$ cat src/hdl/btsmp_pkg.sv
// Shared types, widths and constants for the Bezier trail sampler.
// Used by the cell, MAC and core modules; has no dependencies of its own.
package btsmp_pkg;

    localparam int DEF_HISTORY = 8;
    localparam int DEF_TRACE = 16;
    localparam logic [3:0] MIN_POINTS_RESET = 4'd2;

    // Widths of the weight recursion, the weight itself and the accumulators.
    localparam int XW = 50;
    localparam int WW = 34;
    localparam int AW = 72;

    localparam int U_ONE = 16384;

    localparam logic OP_ADD = 1'b0;
    localparam logic OP_CLEAR = 1'b1;

    // One point pair: entries 0..2 are bottom x/y/z, 3..5 are top x/y/z.
    typedef logic [5:0][31:0] pair_t;

    typedef struct packed {
        logic shift;
        logic rotate;
        logic wload;
        logic wmul;
        logic wfin;
    } ctl_t;

    // Binomial coefficient from Pascal's triangle, for elaboration-time tables.
    function automatic longint binom(input int n, input int k);
        longint row [16];
        for (int i = 0; i < 16; i++)
        begin
            row[i] = (i == 0) ? 64'd1 : 64'd0;
        end
        for (int r = 1; r <= n; r++)
        begin
            for (int i = 15; i > 0; i--)
            begin
                row[i] = row[i] + row[i-1];
            end
        end
        return (k >= 0 && k < 16) ? row[k] : 64'd0;
    endfunction

endpackage

$ cat src/hdl/btsmp_cell.sv
// One history cell: holds a point pair and computes its own Bernstein weight.
// Depends on btsmp_pkg for the pair type, control struct and widths.
module btsmp_cell
    import btsmp_pkg::*;
#(
    parameter int K = 0,
    parameter int HISTORY_POINTS = DEF_HISTORY,
    localparam int CW = $clog2(HISTORY_POINTS + 1),
    localparam int IW = $clog2(HISTORY_POINTS)
)
(
    input  logic                 clk,
    input  ctl_t                 ctl,
    input  logic [CW-1:0]        n,
    input  logic [CW-1:0]        step,
    input  logic signed [16:0]   u,
    input  logic signed [16:0]   d,
    input  pair_t                shift_in,
    input  pair_t                rot_in,
    input  logic signed [WW-1:0] rot_weight_in,
    output pair_t                data,
    output logic signed [WW-1:0] weight
);

    pair_t                 data_reg;
    logic signed [XW-1:0]  x_reg;
    logic signed [WW-1:0]  weight_reg;

    logic [XW-1:0]         coef_tab [HISTORY_POINTS];
    logic [CW:0]           pos;
    logic signed [16:0]    mul;
    logic signed [XW+16:0] prod;
    logic signed [XW+16:0] prod_rnd;
    logic signed [XW-1:0]  x_rnd;

    for (genvar m = 0; m < HISTORY_POINTS; m++)
    begin : g_coef
        assign coef_tab[m] = XW'(binom(m, K)) << 30;
    end

    // The first n-K steps multiply by (1-u), the remaining K steps by u.
    assign pos = {1'b0, step} + (CW+1)'(K);
    assign mul = (pos < {1'b0, n}) ? d : u;
    assign prod = x_reg * mul;
    assign prod_rnd = prod + (XW+17)'(1 << 13);
    assign x_rnd = x_reg + XW'(512);

    // Weights travel around the ring together with the data.
    always_ff @(posedge clk)
    begin
        if (ctl.shift)
        begin
            data_reg <= shift_in;
        end
        else if (ctl.rotate)
        begin
            data_reg <= rot_in;
        end

        if (ctl.wload)
        begin
            x_reg <= $signed(coef_tab[n[IW-1:0]]);
        end
        else if (ctl.wmul)
        begin
            x_reg <= prod_rnd[XW+13:14];
        end

        if (ctl.wfin)
        begin
            weight_reg <= x_rnd[WW+9:10];
        end
        else if (ctl.rotate)
        begin
            weight_reg <= rot_weight_in;
        end
    end

    assign data = data_reg;
    assign weight = weight_reg;

endmodule

$ cat config.mk
export PLATFORM = sky130hd
export DESIGN_NAME = btsmp_cell
export DESIGN_NICKNAME = d
export VERILOG_FILES = /design/src/hdl/btsmp_pkg.sv /design/src/hdl/btsmp_cell.sv
export SDC_FILE = /design/constraint.sdc
export NUM_CORES = 2
export LEC_CHECK = 0
export BUFFER_PORTS_ARGS = -buffer_cell sky130_fd_sc_hd__buf_2
export CAP_MARGIN = 20
export CORE_MARGIN = 3
export CORE_UTILIZATION = 52
export CTS_CLUSTER_SIZE = 20
export DETAILED_ROUTE_END_ITERATION = 8
export PLACE_DENSITY = 0.78
export RECOVER_POWER = 100
export SYNTH_ARGS = -nofsm -noshare
export SYNTH_HDL_FRONTEND = slang
export SYNTH_SLANG_ARGS = --single-unit
$ cat constraint.sdc
create_clock -name clk -period 9.05 [get_ports clk]
set_input_delay 1.3575 -clock clk [delete_from_list [all_inputs] [get_ports clk]]
set_output_delay 1.3575 -clock clk [all_outputs]
set_load 0.01 [all_outputs]
==> out/results.tsv <==
metric	value	unit
Final Cell Area	45790	um2
dpl hpwl	121200	um
Arrival @ worst endpoint	9150	ps
CTS max path bufs	3	
synth warn	0	
ys async rst share	0	%
Finish-stage setup viols	0	
Fin. Hold Viols	0	
slowest cell delay on critical path	570	ps
RSZ-0062 raised after global routing	false	
Initial Util	52.78	%
Max H-tree Level	2	
EDFF count, synth	276	
# IOs	692	
Vias/cell	5.512	
placed cell count	5515	
max-slew violations	379	
DR WL/cell	26.22	um
failing checks	capacitance limit, slew limit	
Detailed Route Iter0 Violations	2871	
worst-path fanout max	25	
cts-stage hold buffer count	0	
final worst setup slack	328.5	ps
setup TNS	0	ps
ratio of final minimum period to clock period	96.37	%
Skew-Pair Late Insertion Delay	600	ps
sequential element share of the synthesized area	20.99	%
HP Class	flip-flop to flip-flop	
Placed Instance Area	44770	um2
CTS Buf Count	36	
outcome	complete, but fails checks	
area of the multi-input gates	27150	um2
via count	31130	
Port Buffers	691	
Tightest Pin Transition	3880	ps
Tmin final	8722	ps
Reg clk slew, reported paths	60	ps
FP Rows	100	
Routed WL	148100	um
reg-to-reg slack, setup	1530	ps
Critical Path Slowest Stage Cell	fa_1	
initial antenna violation count	85	
max reg flops	192	
Synth cell types	65	
fraction of layout cells with a size suffix above 1	18.59	%
number of max-cap violations	7	
startpoint types	input port	
Die H	281.6	um
CTS tree	done	
Max Freq	114.7	MHz
CP startpoint	n[2]	
antenna-violating nets left	0	
crit path kind	input port to flip-flop	
clock root cell	clkbuf_16	
Fill cells	6305	
core area	74820	um2
gpl congestion	1.000	
hold_sp	x_reg[32]	
Die W	281.6	um
syn nets	5312	
reg2reg start	x_reg[20]	
post-synthesis instance total	3932	
Max-slew headroom	-158.7	%
Area Overhead vs Synth	15.95	%
Critical Path RT	9480	ps
Yosys reg bits	276	
Synth Flop Type	edfxtp_1	
most used cell, CP	fa_1	
crit end category	flip-flop	
Net count, final	5968	
first-pass GRT wire length	216800	um
worst slack at placement	-456.1	ps
gr ovfl total	0	
syn avg cell area	10.04	um2
vias in the first global route	32700	
Register Area	8288	um2
Total GRT Usage	38.42	%
Mapped Area	39490	um2
clk sinks	276	
drt pass-1 iters	6	
drc violations	0	
die area	79280	um2
largest net degree at the start of global routing	145	
Layout Cells excl Fill	5648	
Clock Skews	38.25	ps
## cell type report
class,count,area share [%]
multi-input cells,2568,59.30
flip-flops and latches,276,18.10
repair buffers,841,10.05
inverters,865,7.091
well taps,969,2.648
clock buffers,40,2.000
clock inverters,25,0.4645
diodes,64,0.3498
## critical path: cells and delay by family
family | cells | cell delay, ps
AO/OA/AOI/OAI | 5 | 1370
AND/OR/NAND/NOR | 8 | 1310
buffers and inverters | 10 | 1070
multiplexers | 1 | 320
adder cells (fa/ha/maj) | 8 | 3710
## logic make-up after synthesis
group / Yosys count / synth area share [%]
simple gates: 1136 / 13.54
compound gates: 211 / 3.390
buf+inv: 1088 / 10.38
xor+xnor: 93 / 2.063
flops: 276 / 20.99
fa+ha+maj: 914 / 43.56
mux: 214 / 6.080
## repair_timing
| item | in CTS | in global routing |
|---|---|---|
| resized for setup | 0 | 7 |
| setup endpoints to repair | 0 | 28 |
| buffers inserted | 0 | 3 |
## stage by stage
step	utilization (%)	hold WS [ps]
floorplan	-	658.1
global placement	59.83	872.4
detailed placement	59.83	899.0
CTS	61.34	895.3
global route	61.10	939.2
finish	61.20	891.4
## placed cells by master, fill, tap and decap left out, drive strengths merged, types with 4 or more instances in the layout
cell,instances
a211oi,7
a21boi,4
a21o,27
a21oi,89
a31oi,7
and2,216
and3,13
and4,7
buf,600
clkbuf,281
clkinv,18
diode,64
edfxtp,276
fa,768
ha,146
inv,869
mux2,207
mux2i,7
nand2,541
nand2b,6
nand3,25
nand4,22
nor2,163
nor2b,100
nor3,15
nor3b,7
o21a,8
o21ai,38
o21bai,6
or2,9
or3,5
xnor2,54
xor2,39
## routing by layer
layer	GRT usage, %	wire length, um
met1	46.23	52150
met2	55.27	65330
met3	16.40	18850
met4	27.60	11590
met5	2.445	161
## synthesized netlist by cell type, drive strengths merged, types with 15 or more instances
cell type	number	area share, %
inv	865	8.2
fa	768	39
nand2	541	5.1
edfxtp	276	21
and2	216	3.4
clkbuf	213	2.0
mux2	207	5.9
nor2	163	1.6
ha	146	4.6
nor2b	100	1.6
a21oi	89	1.1
xnor2	54	1.2
xor2	39	0.86
o21ai	38	0.48
a21o	27	0.51
nand3	25	0.32
nand4	22	0.35
nor3	15	0.20
## worst paths after layout
kind                endpoint  cells past startpoint
hold / removal    weight[22]                      2
setup / recovery   x_reg[22]                     32
setup reg to reg   x_reg[46]                     22
hold reg to reg   weight[22]                      2
Power is not shown: default switching activity piles up to over one toggle a cycle in this logic, so the estimate is an artifact.
